### src/rtl/swts_pkg.sv
// Shared widths and types for the sliding window trend statistics block.
`timescale 1ns / 1ps
`default_nettype none
package swts_pkg;
   localparam int SAMPLE_W   = 16;
   localparam int PERIOD_W   = 6;
   localparam int STAT_W     = 24;
   localparam int GAIN_SUM_W = 22;
   localparam int VAL_SUM_W  = 22;
   localparam int SQ_SUM_W   = 37;
   localparam int PROD_W     = 43;
   localparam int DEV_W      = 42;
   localparam int GAIN_NUM_W = 30;
   localparam int CHG_NUM_W  = 25;
   localparam int CHG_DEN_W  = 17;
   localparam int VAR_NUM_W  = 58;
   localparam int VAR_DEN_W  = 12;
   localparam int ROOT_W     = 29;
   localparam int ABS_NUM_W  = 23;
   localparam logic [PERIOD_W-1:0] PERIOD_RESET = 6'd7;
   localparam logic [6:0] PERCENT_SCALE = 7'd100;

   typedef logic signed [SAMPLE_W-1:0] sample_type;
   typedef logic [STAT_W-1:0] stat_type;
endpackage
`default_nettype wire

### src/rtl/swts_if.sv
// Request and response channel interfaces.
`timescale 1ns / 1ps
`default_nettype none
interface swts_req_if import swts_pkg::*; ();
   logic       valid;
   logic       ready;
   sample_type sample;
   modport source (output valid, output sample, input ready);
   modport sink   (input valid, input sample, output ready);
endinterface

interface swts_rsp_if import swts_pkg::*; ();
   logic       valid;
   logic       ready;
   stat_type   mean_gain;
   logic       gain_valid;
   sample_type percent_change;
   logic       change_valid;
   logic       reference_zero;
   stat_type   std_dev;
   logic       dev_valid;
   logic       trend_switch;
   sample_type switch_sample;
   modport source (output valid, output mean_gain, output gain_valid, output percent_change,
                   output change_valid, output reference_zero, output std_dev,
                   output dev_valid, output trend_switch, output switch_sample, input ready);
   modport sink   (input valid, input mean_gain, input gain_valid, input percent_change,
                   input change_valid, input reference_zero, input std_dev,
                   input dev_valid, input trend_switch, input switch_sample, output ready);
endinterface
`default_nettype wire

### src/rtl/swts_div.sv
// Bit-serial restoring divider, one quotient bit per cycle.
`timescale 1ns / 1ps
`default_nettype none
module swts_div #(
   parameter int NUM_W = 30,
   parameter int DEN_W = 6
) (
   input  wire logic             clock,
   input  wire logic             reset,
   input  wire logic             start,
   input  wire logic [NUM_W-1:0] num,
   input  wire logic [DEN_W-1:0] den,
   output logic                  done,
   output logic [NUM_W-1:0]      quot
);
   localparam int CNT_W = $clog2(NUM_W + 1);

   logic [NUM_W-1:0] num_ff, num_in;
   logic [DEN_W-1:0] den_ff;
   logic [DEN_W-1:0] rem_ff, rem_in;
   logic [CNT_W-1:0] cnt_ff;
   logic             busy_ff, done_ff;
   logic [DEN_W:0]   trial, diff;
   logic             ge;

   always_comb begin
      trial  = {rem_ff, num_ff[NUM_W-1]};
      ge     = trial >= {1'b0, den_ff};
      diff   = trial - {1'b0, den_ff};
      rem_in = ge ? diff[DEN_W-1:0] : trial[DEN_W-1:0];
      num_in = {num_ff[NUM_W-2:0], ge};
   end

   always_ff @(posedge clock) begin
      if (reset) begin
         busy_ff <= 1'b0;
         done_ff <= 1'b0;
         cnt_ff  <= '0;
      end else begin
         done_ff <= 1'b0;
         if (start) begin
            busy_ff <= 1'b1;
            cnt_ff  <= CNT_W'(NUM_W);
         end else if (busy_ff) begin
            cnt_ff <= cnt_ff - 1'b1;
            if (cnt_ff == CNT_W'(1)) begin
               busy_ff <= 1'b0;
               done_ff <= 1'b1;
            end
         end
      end
   end

   always_ff @(posedge clock) begin
      if (start) begin
         num_ff <= num;
         den_ff <= den;
         rem_ff <= '0;
      end else if (busy_ff) begin
         num_ff <= num_in;
         rem_ff <= rem_in;
      end
   end

   assign done = done_ff;
   assign quot = num_ff;
endmodule
`default_nettype wire

### src/rtl/swts_sqrt.sv
// Digit-serial integer square root, one root bit per cycle.
`timescale 1ns / 1ps
`default_nettype none
module swts_sqrt #(
   parameter int RW = 29
) (
   input  wire logic            clock,
   input  wire logic            reset,
   input  wire logic            start,
   input  wire logic [2*RW-1:0] radicand,
   output logic                 done,
   output logic [RW-1:0]        root
);
   localparam int CNT_W = $clog2(RW + 1);

   logic [2*RW-1:0] val_ff;
   logic [RW-1:0]   root_ff;
   logic [RW:0]     rem_ff, rem_in;
   logic [RW+2:0]   trial_rem, trial, diff;
   logic            ge;
   logic [CNT_W-1:0] cnt_ff;
   logic            busy_ff, done_ff;

   always_comb begin
      trial_rem = {rem_ff, val_ff[2*RW-1:2*RW-2]};
      trial     = {1'b0, root_ff, 2'b01};
      ge        = trial_rem >= trial;
      diff      = trial_rem - trial;
      rem_in    = ge ? diff[RW:0] : trial_rem[RW:0];
   end

   always_ff @(posedge clock) begin
      if (reset) begin
         busy_ff <= 1'b0;
         done_ff <= 1'b0;
         cnt_ff  <= '0;
      end else begin
         done_ff <= 1'b0;
         if (start) begin
            busy_ff <= 1'b1;
            cnt_ff  <= CNT_W'(RW);
         end else if (busy_ff) begin
            cnt_ff <= cnt_ff - 1'b1;
            if (cnt_ff == CNT_W'(1)) begin
               busy_ff <= 1'b0;
               done_ff <= 1'b1;
            end
         end
      end
   end

   always_ff @(posedge clock) begin
      if (start) begin
         val_ff  <= radicand;
         root_ff <= '0;
         rem_ff  <= '0;
      end else if (busy_ff) begin
         val_ff  <= {val_ff[2*RW-3:0], 2'b00};
         root_ff <= {root_ff[RW-2:0], ge};
         rem_ff  <= rem_in;
      end
   end

   assign done = done_ff;
   assign root = root_ff;
endmodule
`default_nettype wire

### src/rtl/sliding_window_trend_stats_core.sv
// Top level of the sliding window trend statistics block.
//
//  channel  | direction | handshake      | payload
//  req_ch   | in        | valid/ready    | sample
//  rsp_ch   | out       | valid/ready    | mean_gain .. switch_sample
//  csr_*    | in        | write enable   | window_period
//
// Each request makes P + 1 ring reads through the single read port (P = clamped
// window period), forms the wide products in S_MUL and S_START, then runs the
// 58-step variance divider and the 29-step square root in series before the
// response is registered in S_OUT; the gain and change dividers run alongside. The
// next request is accepted only after the previous one has returned to S_IDLE.
// Reset is synchronous and clears control, sums, head, count and previous change;
// the ring itself is never cleared. A held response does not block the next
// request; only a finished result waiting behind a held one stalls the engine.
`timescale 1ns / 1ps
`default_nettype none
module sliding_window_trend_stats_core
   import swts_pkg::*;
#(
   parameter int RING_DEPTH = 64
) (
   input  wire logic                clock,
   input  wire logic                reset,
   swts_req_if.sink                 req_ch,
   swts_rsp_if.source               rsp_ch,
   input  wire logic                csr_we,
   input  wire logic [PERIOD_W-1:0] csr_wdata
);
   localparam int ADDR_W = $clog2(RING_DEPTH);
   localparam int CNT_W  = $clog2(RING_DEPTH + 1);
   localparam int CMP_W  = (CNT_W > PERIOD_W) ? CNT_W : PERIOD_W;
   localparam logic [PERIOD_W-1:0] PMAX =
      PERIOD_W'((RING_DEPTH - 1 > 63) ? 63 : RING_DEPTH - 1);
   localparam logic [ADDR_W-1:0] LAST_ADDR = ADDR_W'(RING_DEPTH - 1);

   localparam logic [2:0] S_IDLE  = 3'd0;
   localparam logic [2:0] S_LOOP  = 3'd1;
   localparam logic [2:0] S_MUL   = 3'd2;
   localparam logic [2:0] S_START = 3'd3;
   localparam logic [2:0] S_DIV   = 3'd4;
   localparam logic [2:0] S_SQRT  = 3'd5;
   localparam logic [2:0] S_OUT   = 3'd6;

   // ring memory
   sample_type ring [RING_DEPTH];
   sample_type rd_data_ff;

   logic [2:0]          state_ff;
   logic [PERIOD_W-1:0] cfg_ff, p_ff, p_clamp;
   logic [ADDR_W-1:0]   head_ff, rd_addr_ff;
   logic [CNT_W-1:0]    count_ff;
   logic [PERIOD_W-1:0] iss_k_ff, t1_k_ff;
   logic                issue_ff, t1_v_ff, t2_v_ff;
   logic                req_take;

   sample_type                  prev_ff, newest_ff, ref_ff;
   logic [GAIN_SUM_W-1:0]       gain_sum_ff;
   logic signed [VAL_SUM_W-1:0] value_sum_ff;
   logic [SQ_SUM_W-1:0]         square_sum_ff;
   logic [31:0]                 sq_ff;
   logic signed [SAMPLE_W:0]    step, chg_diff_ff;
   logic [PROD_W-1:0]           pq_ff, ss_ff;
   logic [ABS_NUM_W-1:0]        an_ff;
   logic [VAR_DEN_W-1:0]        pp_ff;
   logic [SAMPLE_W-1:0]         ad;
   logic [SAMPLE_W-1:0]         abs_diff;
   logic [DEV_W-1:0]            dev;
   logic                        gain_ok, dev_ok;
   sample_type                  prev_change_ff, change;

   logic                  div_start, var_done, sqrt_done;
   logic                  started_ff;
   logic [GAIN_NUM_W-1:0] gain_q;
   logic [CHG_NUM_W-1:0]  chg_q;
   logic [VAR_NUM_W-1:0]  var_q;
   logic [ROOT_W-1:0]     root;

   logic                  rsp_v_ff;
   stat_type              mean_ff, std_ff;
   logic                  gv_ff, cv_ff, rz_ff, dv_ff, ts_ff;
   sample_type            pct_ff, sw_ff;

   assign req_ch.ready = (state_ff == S_IDLE);
   assign req_take     = req_ch.valid && req_ch.ready;

   always_comb begin
      p_clamp = (cfg_ff == '0) ? PERIOD_W'(1) : cfg_ff;
      if (p_clamp > PMAX) p_clamp = PMAX;
   end

   assign gain_ok = CMP_W'(count_ff) > CMP_W'(p_ff);
   assign dev_ok  = CMP_W'(count_ff) >= CMP_W'(p_ff);

   // write on accept, read one entry a cycle during the sweep
   always_ff @(posedge clock) begin
      if (req_take) ring[head_ff] <= req_ch.sample;
      rd_data_ff <= ring[rd_addr_ff];
   end

   always_ff @(posedge clock) begin
      if (reset) begin
         cfg_ff <= PERIOD_RESET;
      end else if (csr_we) begin
         cfg_ff <= csr_wdata;
      end
   end

   assign step = $signed({prev_ff[SAMPLE_W-1], prev_ff}) -
                 $signed({rd_data_ff[SAMPLE_W-1], rd_data_ff});

   // sweep control and accumulation
   always_ff @(posedge clock) begin
      if (reset) begin
         state_ff      <= S_IDLE;
         head_ff       <= '0;
         count_ff      <= '0;
         issue_ff      <= 1'b0;
         t1_v_ff       <= 1'b0;
         t2_v_ff       <= 1'b0;
         gain_sum_ff   <= '0;
         value_sum_ff  <= '0;
         square_sum_ff <= '0;
         prev_change_ff <= '0;
         rsp_v_ff      <= 1'b0;
      end else begin
         if (rsp_ch.ready) rsp_v_ff <= 1'b0;
         t1_v_ff <= issue_ff;
         t2_v_ff <= 1'b0;
         case (state_ff)
            S_IDLE: begin
               if (req_take) begin
                  rd_addr_ff    <= head_ff;
                  head_ff       <= (head_ff == LAST_ADDR) ? '0 : head_ff + 1'b1;
                  if (count_ff != CNT_W'(RING_DEPTH)) count_ff <= count_ff + 1'b1;
                  p_ff          <= p_clamp;
                  iss_k_ff      <= '0;
                  issue_ff      <= 1'b1;
                  gain_sum_ff   <= '0;
                  value_sum_ff  <= '0;
                  square_sum_ff <= '0;
                  state_ff      <= S_LOOP;
               end
            end
            S_LOOP: begin
               if (issue_ff) begin
                  // walk backwards from the newest entry
                  rd_addr_ff <= (rd_addr_ff == '0) ? LAST_ADDR : rd_addr_ff - 1'b1;
                  iss_k_ff   <= iss_k_ff + 1'b1;
                  if (iss_k_ff == p_ff) issue_ff <= 1'b0;
               end
               if (t1_v_ff) begin
                  prev_ff <= rd_data_ff;
                  if (t1_k_ff == '0) newest_ff <= rd_data_ff;
                  if (t1_k_ff == p_ff) begin
                     ref_ff   <= rd_data_ff;
                     state_ff <= S_MUL;
                  end
                  if (t1_k_ff != '0 && !step[SAMPLE_W] && step != '0)
                     gain_sum_ff <= gain_sum_ff + GAIN_SUM_W'(step[SAMPLE_W-1:0]);
                  if (t1_k_ff < p_ff) begin
                     value_sum_ff <= value_sum_ff + VAL_SUM_W'(rd_data_ff);
                     sq_ff        <= 32'(rd_data_ff) * 32'(rd_data_ff);
                     t2_v_ff      <= 1'b1;
                  end
               end
               if (t2_v_ff) square_sum_ff <= square_sum_ff + SQ_SUM_W'(sq_ff);
            end
            S_MUL:   state_ff <= S_START;
            S_START: state_ff <= S_DIV;
            S_DIV:   if (var_done) state_ff <= S_SQRT;
            S_SQRT:  if (sqrt_done) state_ff <= S_OUT;
            S_OUT: begin
               // hold until the response register is free
               if (!rsp_v_ff || rsp_ch.ready) begin
                  rsp_v_ff <= 1'b1;
                  if (gain_ok) prev_change_ff <= change;
                  state_ff <= S_IDLE;
               end
            end
            default: state_ff <= S_IDLE;
         endcase
      end
   end

   always_ff @(posedge clock) begin
      t1_k_ff <= iss_k_ff;
   end

   assign abs_diff = chg_diff_ff[SAMPLE_W] ? SAMPLE_W'(-chg_diff_ff) : chg_diff_ff[SAMPLE_W-1:0];
   assign ad       = ref_ff[SAMPLE_W-1] ? SAMPLE_W'(-ref_ff) : ref_ff;

   // wide products, each registered before use
   always_ff @(posedge clock) begin
      if (state_ff == S_MUL) begin
         pq_ff       <= PROD_W'(p_ff) * PROD_W'(square_sum_ff);
         ss_ff       <= PROD_W'(value_sum_ff) * PROD_W'(value_sum_ff);
         pp_ff       <= VAR_DEN_W'(p_ff) * VAR_DEN_W'(p_ff);
         chg_diff_ff <= $signed({newest_ff[SAMPLE_W-1], newest_ff}) -
                        $signed({ref_ff[SAMPLE_W-1], ref_ff});
      end
      if (state_ff == S_START)
         an_ff <= ABS_NUM_W'(abs_diff) * ABS_NUM_W'(PERCENT_SCALE);
   end

   assign dev = DEV_W'(pq_ff - ss_ff);

   // start all dividers in the first S_DIV cycle, once every product is registered
   assign div_start = (state_ff == S_DIV) && !started_ff;
   always_ff @(posedge clock) begin
      if (reset) started_ff <= 1'b0;
      else started_ff <= (state_ff == S_DIV);
   end

   swts_div #(.NUM_W(GAIN_NUM_W), .DEN_W(PERIOD_W)) u_gain_div (
      .clock(clock), .reset(reset), .start(div_start),
      .num({gain_sum_ff, 8'd0} + GAIN_NUM_W'(p_ff >> 1)),
      .den(p_ff), .done(), .quot(gain_q));

   swts_div #(.NUM_W(CHG_NUM_W), .DEN_W(CHG_DEN_W)) u_chg_div (
      .clock(clock), .reset(reset), .start(div_start),
      .num({1'b0, an_ff, 1'b0} + CHG_NUM_W'(ad)),
      .den({ad, 1'b0}), .done(), .quot(chg_q));

   swts_div #(.NUM_W(VAR_NUM_W), .DEN_W(VAR_DEN_W)) u_var_div (
      .clock(clock), .reset(reset), .start(div_start),
      .num({dev, 16'd0}), .den(pp_ff), .done(var_done), .quot(var_q));

   swts_sqrt #(.RW(ROOT_W)) u_sqrt (
      .clock(clock), .reset(reset), .start(var_done),
      .radicand(var_q), .done(sqrt_done), .root(root));

   // sign and saturation of the percent change
   always_comb begin
      if (ref_ff == '0) begin
         change = '0;
      end else if (chg_diff_ff[SAMPLE_W] ^ ref_ff[SAMPLE_W-1]) begin
         change = (chg_q > CHG_NUM_W'(32768)) ? sample_type'(16'h8000)
                                              : sample_type'(SAMPLE_W'(-chg_q));
      end else begin
         change = (chg_q > CHG_NUM_W'(32767)) ? sample_type'(16'h7fff)
                                              : sample_type'(chg_q[SAMPLE_W-1:0]);
      end
   end

   always_ff @(posedge clock) begin
      if (state_ff == S_OUT && (!rsp_v_ff || rsp_ch.ready)) begin
         gv_ff   <= gain_ok;
         mean_ff <= gain_ok ? gain_q[STAT_W-1:0] : '0;
         pct_ff  <= gain_ok ? change : '0;
         cv_ff   <= gain_ok && (ref_ff != '0);
         rz_ff   <= gain_ok && (ref_ff == '0);
         ts_ff   <= gain_ok && ((prev_change_ff > 0 && change < 0) ||
                                (prev_change_ff < 0 && change > 0));
         sw_ff   <= (gain_ok && ((prev_change_ff > 0 && change < 0) ||
                                 (prev_change_ff < 0 && change > 0))) ? ref_ff : '0;
         dv_ff   <= dev_ok;
         std_ff  <= dev_ok ? root[STAT_W-1:0] : '0;
      end
   end

   assign rsp_ch.valid          = rsp_v_ff;
   assign rsp_ch.mean_gain      = mean_ff;
   assign rsp_ch.gain_valid     = gv_ff;
   assign rsp_ch.percent_change = pct_ff;
   assign rsp_ch.change_valid   = cv_ff;
   assign rsp_ch.reference_zero = rz_ff;
   assign rsp_ch.std_dev        = std_ff;
   assign rsp_ch.dev_valid      = dv_ff;
   assign rsp_ch.trend_switch   = ts_ff;
   assign rsp_ch.switch_sample  = sw_ff;
endmodule
`default_nettype wire
### src/flat_wrapper.sv
// flat-port wrapper written by rule: the top's interface ports become plain ports
module sliding_window_trend_stats_core_flat import swts_pkg::*;
#(
   parameter int RING_DEPTH = 64
)
  (clock, reset, csr_we, csr_wdata, req_ch_valid, req_ch_sample, req_ch_ready, rsp_ch_valid, rsp_ch_mean_gain, rsp_ch_gain_valid, rsp_ch_percent_change, rsp_ch_change_valid, rsp_ch_reference_zero, rsp_ch_std_dev, rsp_ch_dev_valid, rsp_ch_trend_switch, rsp_ch_switch_sample, rsp_ch_ready);
  swts_req_if req_ch_i ();
  swts_rsp_if rsp_ch_i ();
  input  wire logic clock;
  input  wire logic reset;
  input  wire logic csr_we;
  input  wire logic [PERIOD_W-1:0] csr_wdata;
  input wire logic [$bits(req_ch_i.valid)-1:0] req_ch_valid;
  input wire logic [$bits(req_ch_i.sample)-1:0] req_ch_sample;
  output wire logic [$bits(req_ch_i.ready)-1:0] req_ch_ready;
  output wire logic [$bits(rsp_ch_i.valid)-1:0] rsp_ch_valid;
  output wire logic [$bits(rsp_ch_i.mean_gain)-1:0] rsp_ch_mean_gain;
  output wire logic [$bits(rsp_ch_i.gain_valid)-1:0] rsp_ch_gain_valid;
  output wire logic [$bits(rsp_ch_i.percent_change)-1:0] rsp_ch_percent_change;
  output wire logic [$bits(rsp_ch_i.change_valid)-1:0] rsp_ch_change_valid;
  output wire logic [$bits(rsp_ch_i.reference_zero)-1:0] rsp_ch_reference_zero;
  output wire logic [$bits(rsp_ch_i.std_dev)-1:0] rsp_ch_std_dev;
  output wire logic [$bits(rsp_ch_i.dev_valid)-1:0] rsp_ch_dev_valid;
  output wire logic [$bits(rsp_ch_i.trend_switch)-1:0] rsp_ch_trend_switch;
  output wire logic [$bits(rsp_ch_i.switch_sample)-1:0] rsp_ch_switch_sample;
  input wire logic [$bits(rsp_ch_i.ready)-1:0] rsp_ch_ready;
  assign req_ch_i.valid = req_ch_valid;
  assign req_ch_i.sample = req_ch_sample;
  assign req_ch_ready = req_ch_i.ready;
  assign rsp_ch_valid = rsp_ch_i.valid;
  assign rsp_ch_mean_gain = rsp_ch_i.mean_gain;
  assign rsp_ch_gain_valid = rsp_ch_i.gain_valid;
  assign rsp_ch_percent_change = rsp_ch_i.percent_change;
  assign rsp_ch_change_valid = rsp_ch_i.change_valid;
  assign rsp_ch_reference_zero = rsp_ch_i.reference_zero;
  assign rsp_ch_std_dev = rsp_ch_i.std_dev;
  assign rsp_ch_dev_valid = rsp_ch_i.dev_valid;
  assign rsp_ch_trend_switch = rsp_ch_i.trend_switch;
  assign rsp_ch_switch_sample = rsp_ch_i.switch_sample;
  assign rsp_ch_i.ready = rsp_ch_ready;
  sliding_window_trend_stats_core #(.RING_DEPTH(RING_DEPTH)) u_core (.clock(clock), .reset(reset), .req_ch(req_ch_i), .rsp_ch(rsp_ch_i), .csr_we(csr_we), .csr_wdata(csr_wdata));
endmodule
### config.mk
export PLATFORM = sky130hd
export DESIGN_NAME = sliding_window_trend_stats_core_flat
export DESIGN_NICKNAME = d
export VERILOG_FILES = /design/src/rtl/swts_pkg.sv /design/src/rtl/swts_if.sv /design/src/rtl/swts_div.sv /design/src/rtl/swts_sqrt.sv /design/src/rtl/sliding_window_trend_stats_core.sv /design/src/flat_wrapper.sv
export SDC_FILE = /design/constraint.sdc
export NUM_CORES = 2
export LEC_CHECK = 0
export ABC_AREA = 1
export BUFFER_PORTS_ARGS = -buffer_cell sky130_fd_sc_hd__buf_2
export CORE_AREA = 4 4 488 490
export CTS_CLUSTER_DIAMETER = 60
export DETAILED_ROUTE_END_ITERATION = 10
export DIE_AREA = 0 0 492 494
export GPL_ROUTABILITY_DRIVEN = 0
export GPL_TIMING_DRIVEN = 0
export PLACE_DENSITY = 0.68
export SYNTH_ARGS = -nofsm -noshare
export SYNTH_HDL_FRONTEND = slang
export SYNTH_SLANG_ARGS = --single-unit
### constraint.sdc
create_clock -name clock -period 8.88 [get_ports clock]
set_input_delay 1.776 -clock clock [delete_from_list [all_inputs] [get_ports clock]]
set_output_delay 1.776 -clock clock [all_outputs]
set_load 0.01 [all_outputs]
### After elaboration in Yosys (flattened, before gate mapping)

Memories as Yosys holds them, arrays and structs flattened. A register that Yosys moved wholly into a read port is not among the register bits.
Index checks and enable logic that the tools add are counted.

* memory bits (read-only): 0
* register bits: 773
* word-level logic and storage cells: 258
* bits in latches: 0
* output and inout bits: 87
* memory bits (writable): 1024
* memories kept: 1

Memories
* u_core.ring: words 64, width 16, read ports 1, clocked after Yosys merged registers in 1, write ports 1, RTL line sliding_window_trend_stats_core.sv:46 `sample_type ring [RING_DEPTH];`

* order comparisons: 14
* shift operators: 0
* reduce and logical (&&, ||, !) cells: 47
* muxes and demuxes: 76
* add/subtract/negate cells: 23
* eq/ne operators: 24
* bitwise operators: 6
* div/mod/pow operators: 0
* multiply operators: 5

Operators by type and width (number)
* 58-bit 2-to-1 mux: 4
* 22-bit 2-to-1 mux: 5
* 16-bit 2-to-1 mux: 6
* 30-bit 2-to-1 mux: 3
* 22-bit one-hot mux with 2 select lines: 2
* 37-bit 2-to-1 mux: 2
* 37-bit one-hot mux with 2 select lines: 1
* 6-bit 2-to-1 mux: 10
* 25-bit 2-to-1 mux: 2
* 16-bit negation: 3
* 22-bit by 16-bit adder with 22-bit output: 2
* 22-bit by 22-bit multiplier with 42-bit output: 1
* 6-bit by 37-bit multiplier with 42-bit output: 1
* 42-bit subtractor: 1
* 37-bit by 32-bit adder with 37-bit output: 1
* 16-bit by 16-bit subtractor with 17-bit output: 2
* 32-bit by 31-bit >= comparator with 1-bit output: 1
* 16-bit by 1-bit > comparator with 1-bit output (second input constant): 2
* 16-bit by 1-bit less-than comparator with 1-bit output (second input constant): 2
* 16-bit by 16-bit multiplier with 32-bit output: 1
* 30-bit by 5-bit adder with 30-bit output: 1
* 5-bit 2-to-1 mux: 6
* 30-bit subtractor: 1
* 24-bit by 16-bit adder with 25-bit output: 1
* 52 further kinds: 134

### Logic depth before layout (Yosys ltp)

* depth in word-level cells: 8
* gate-level depth with buffers: 29
* depth with buffers taken out: 27

### Modules after synthesis

From an unflattened synthesis, not the netlist that was laid out.

* cell total of the unflattened synthesis: 12322
* area total of the unflattened synthesis: 117605.3 µm²

By module, submodules not included
* sliding_window_trend_stats_core: area each 99270.2 µm², sequential area each 43101.3 µm², instances 1, cells each 9939
* swts_sqrt: area each 7397.1 µm², sequential area each 3062.9 µm², instances 1, cells each 1065
* swts_div at u_core.u_var_div: area each 4563.1 µm², sequential area each 2502.4 µm², instances 1, cells each 539
* swts_div at u_core.u_chg_div: area each 3933.8 µm², sequential area each 1741.7 µm², instances 1, cells each 506
* swts_div at u_core.u_gain_div: area each 2441.1 µm², sequential area each 1341.3 µm², instances 1, cells each 273

### Worst setup path before layout

OpenSTA, ideal clock, no wires.

* kind: register to register
* start: reg u_core.state_ff[2]
* end: reg u_core.state_ff[1]
* slack: -250 ps
* data arrival time: 9040 ps
* stages on the path, launching flop included: 4
* cells stage by stage: dfxtp_1 > nor3_1 > o21ai_0 > a21oi_1

* word-level cells in the longest chain between the ends: 4
* elaborated cells on any way between the ends: 16
* classes of those cells: eq/ne (12); mux (1); reduce/logical (3)

RTL lines
* from (decl): RTL line sliding_window_trend_stats_core.sv:49 `logic [2:0] state_ff;`
* from (signal assigned): RTL line sliding_window_trend_stats_core.sv:115 `state_ff <= S_IDLE;`
* from (signal assigned): RTL line sliding_window_trend_stats_core.sv:142 `state_ff <= S_LOOP;`
* from (signal assigned): RTL line sliding_window_trend_stats_core.sv:157 `state_ff <= S_MUL;`
* 3-bit logical NOT: RTL line sliding_window_trend_stats_core.sv:84, sliding_window_trend_stats_core.sv:130
* 1-bit logical AND: RTL line sliding_window_trend_stats_core.sv:85 `assign req_take = req_ch.valid && req_ch.ready;`
* 2-bit != test (no source line)
* 6-bit AND reduction (no source line)

Several ways; a longest one is shown, not always the timed one.
A chain may end at the register's enable or synchronous reset.

### Final worst setup path

* start: reg u_core.value_sum_ff[21]
* end: reg u_core.ss_ff[39] (data pin)

* word-level cells in the longest chain between the ends: 1

RTL lines
* from (decl): RTL line sliding_window_trend_stats_core.sv:59 `logic signed [VAL_SUM_W-1:0] value_sum_ff;`
* from (signal assigned): RTL line sliding_window_trend_stats_core.sv:162 `value_sum_ff <= value_sum_ff + VAL_SUM_W'(rd_data_ff);`
* 22-bit by 22-bit multiplier with 42-bit output: RTL line sliding_window_trend_stats_core.sv:197 `ss_ff <= PROD_W'(value_sum_ff) * PROD_W'(value_sum_ff);`
* to (signal assigned): RTL line sliding_window_trend_stats_core.sv:197
* to (decl): RTL line sliding_window_trend_stats_core.sv:63 `logic [PROD_W-1:0] pq_ff, ss_ff;`

No other way between the ends.

==> reports/qor.yml <==
place:
  dp_hpwl_mm: 280.9
  portBuffers: 112
logic_synthesis:
  synth_flop_cell: "edfxtp_1"
  syn_avg_cell_area_sq_um: 9.646
  ys_warn_count: 0
  synth_cell_types: 76
  synth_edf_count: 1526
  synth-seq-cells: 1809
  syn_nets: 13516
  postSynthCellCount: 12051
  syn_area_sq_um: 116200
  synthArstFlopShare: 0
  yosysSeqAreaShare: 0.4429
floorplan:
  die_y_um: 494
  io_pins: 114
  num_rows: 178
  start_util: 0.4966
  core_sq_um: 234100
  fp.dieArea_sq_um: 243000
  die_w_um: 492
worst_setup_path:
  critPathCaptureType: "flip-flop"
  cp_max_fo: 10
  start_kind: "flip-flop"
  rr_endpoint: "u_core.ss_ff[39]"
  timing.setup.critical_path_class: "flip-flop to flip-flop"
  crit_start: "u_core.value_sum_ff[21]"
  crit_end: "u_core.ss_ff[39]"
  worstPathRequired_ns: 9.54
  rr_startpoint: "u_core.value_sum_ff[21]"
  rrSetupSlack_ns: 0.48
  rr_worst_depth: 23
  arrival_ns: 9.05
global_route:
  antenna_found_initial: 17
  grt_pass1_vias: 92120
  grt_pass1_wl_mm: 563.3
  grt_max_degree: 68
  grt.total_usage: 0.3079
  grt_overflow: 0
drt:
  routed.top_layer: "met5"
  wirelength_mm: 380.0
  dr_wl_met2_mm: 170.2
  drc: 0
  drt_iter0_markers: 12225
  routed-via-count: 92740
  dr_wl_met3_mm: 44.21
  postRouteAntennaNets: 0
  dr.pass1.iters: 9
  wl_per_cell_um: 24.17
  wl_met1_mm: 134.4
  viasPerCell: 5.897
timing:
  min_period_ns: 8.395
  finalHoldViolCount: 0
  maxSlewViolCount: 132
  max_slew_margin: -0.04160
  fin_crit_sh: 0.9454
  fmaxAchievable_ghz: 0.1191
  rsz0062_at_grt: "false"
  fin_skew_ns: 0.1002
  tightest_slew_ns: 1.542
  setup_viol: 0
  finalSetupTns_ns: 0
run_status:
  status: "finished with violations"
  violations: "max-capacitance violations, max-slew violations"
clock_tree:
  clk_latency_ns: 0.92
  cts_tree: "done"
  htreeDepth: 4
  cts_hold_buf: 0
  clk_pin_slew_ns: 0.06
  clockBufferDepth: 3
  cts_buffers: 190
  clkSinkCount: 1809
  post_cts_resized: 0
  postCtsSetupRepairBufs: 0
  cts_root_buffer: "clkbuf_16"
cells_and_area:
  fillers: 20177
  regArea_sq_um: 51490
  syn_to_final_growth_pct: 10.66
  nNetsFinal: 13866
  multi_input_area_sq_um: 56200
  drive_gt1_frac: 0.05873
run:
  cap_violations: 3
min_path:
  hp-class: "flip-flop to flip-flop"
[registers in the layout, indices dropped and copies added, names as in the netlist, 25 cells and up]
signal and cells:
u_core.square_sum_ff 37, u_core.u_sqrt.rem_ff 30, u_core.u_chg_div.quot 25, u_core.u_sqrt.val_ff 58, u_core.sq_ff 31, u_core.u_var_div.quot 58, u_core.ring 1024, u_core.pq_ff 42
u_core.ss_ff 41, u_core.u_sqrt.root 29, u_core.u_gain_div.quot 30
[worst max-delay path: stages, from the launching register on]
cell	delay, ns
dfxtp_1	0.64
clkbuf_1	0.62
buf_1	0.62
nand2_1	0.25
fa_1	0.47
inv_1	0.08
fa_1	0.45
fa_1	0.87
inv_1	0.27
fa_1	0.51
fa_1	0.55
inv_1	0.05
fa_1	0.47
inv_1	0.05
fa_1	0.56
inv_1	0.07
ha_1	0.38
nand2_1	0.11
nor2_1	0.16
nand4_1	0.16
nor4_1	0.30
nand3_1	0.19
nand3_1	0.14
xor2_1	0.24
[Yosys cell counts (16+ instances only)]
master | instances | area share
inv_1 | 1889 | 0.061
clkbuf_1 | 310 | 0.010
o22ai_1 | 237 | 0.013
a221oi_1 | 25 | 0.0019
ha_1 | 595 | 0.064
nor4_1 | 24 | 0.0013
a211oi_1 | 16 | 0.0010
o21ai_1 | 17 | 0.00073
o31ai_1 | 18 | 0.0012
a31oi_1 | 58 | 0.0031
xnor2_1 | 110 | 0.0083
nand4_1 | 85 | 0.0046
o221ai_1 | 34 | 0.0026
o21bai_1 | 38 | 0.0025
nand3_1 | 285 | 0.012
or2_2 | 30 | 0.0016
nor2_1 | 1118 | 0.036
a22oi_1 | 19 | 0.0012
dfxtp_1 | 283 | 0.049
nor2_2 | 20 | 0.0011
a21o_1 | 49 | 0.0032
o21a_1 | 28 | 0.0018
xor2_1 | 210 | 0.016
o211ai_1 | 65 | 0.0042
buf_1 | 35 | 0.0011
nand2_1 | 2168 | 0.070
buf_2 | 85 | 0.0037
a22o_1 | 19 | 0.0014
o2111ai_1 | 16 | 0.0012
fa_1 | 843 | 0.15
a21oi_1 | 603 | 0.026
edfxtp_1 | 1526 | 0.39
o21ai_0 | 937 | 0.040
nor3_1 | 90 | 0.0039
[layout by cell type (no fill, tap or decap), types with 191 or more instances in the layout]
cell type  instances
o21ai_0          937
nor2_1          1052
clkbuf_16        191
xor2_1           210
ha_1             595
edfxtp_1        1526
inv_1           1889
nand2_1         2166
clkbuf_1         348
fa_1             843
nand3_1          285
o22ai_1          237
buf_2            195
a21oi_1          602
dfxtp_1          283
[metal layers]
metal / track usage / vias up
li1: - / 40597
met1: 0.3721 / 44770
met2: 0.4873 / 5862
met3: 0.08167 / 1495
met4: 0.2036 / 16
met5: 0.001761 / -
[per-stage QoR]
stage / std cells / utilization / hold WS (ns) / setup slack (ns) / area [sq um]
after floorplan: 12051 / - / 0.3906 / 2.396 / 116200
after global placement: 15313 / 0.5159 / 0.4008 / 0.6211 / 120800
after detailed placement: 15359 / 0.5221 / 0.4045 / 0.6867 / 122200
after CTS: 15716 / 0.5494 / 0.3991 / 0.6772 / 128600
after global routing: 15718 / 0.5495 / 0.4187 / 0.2814 / 128600
final: 15726 / 0.5496 / 0.4063 / 0.4846 / 128600
[area by class of cell]
class	instances	area share
Antenna cell	10	0.0001945
Timing Repair Buffer	158	0.01195
Inverter	1911	0.05581
Sequential cell	1809	0.4003
Tap cell	3150	0.03064
Clock inverter	117	0.01038
Buffer	448	0.01466
Clock buffer	240	0.03924
Multi-Input combinational cell	7883	0.4369
[cells by family (layout without fill, tap and decap cells)]
family,after synthesis,after routing,synth area share
AO/OA/AOI/OAI,2232,2232,0.1092
XOR/XNOR,321,321,0.02425
adder cells (fa/ha/maj),1438,1438,0.2092
multiplexers,6,6,0.0005812
AND/OR/NAND/NOR,3886,3886,0.1358
flip-flops,1809,1809,0.4429
other,0,10,0
buffers and inverters,2359,2874,0.07794
[worst min path at each step]
stage                                  endpoint          startpoint  cells past startpoint  slack (ns)
floorplan                     u_core.t1_k_ff[4]  u_core.iss_k_ff[4]                      0        0.39
global placement     u_core.u_var_div.den_ff[8]     u_core.pp_ff[8]                      0        0.40
detailed placement   u_core.u_var_div.den_ff[9]     u_core.pp_ff[9]                      0        0.40
CTS                 u_core.u_gain_div.den_ff[5]      u_core.p_ff[5]                      0        0.40
global route        u_core.u_gain_div.den_ff[4]      u_core.p_ff[4]                      0        0.42
finish              u_core.u_gain_div.den_ff[5]      u_core.p_ff[5]                      0        0.41
Power is not shown: default switching activity piles up to over one toggle a cycle in this logic, so the estimate is an artifact.
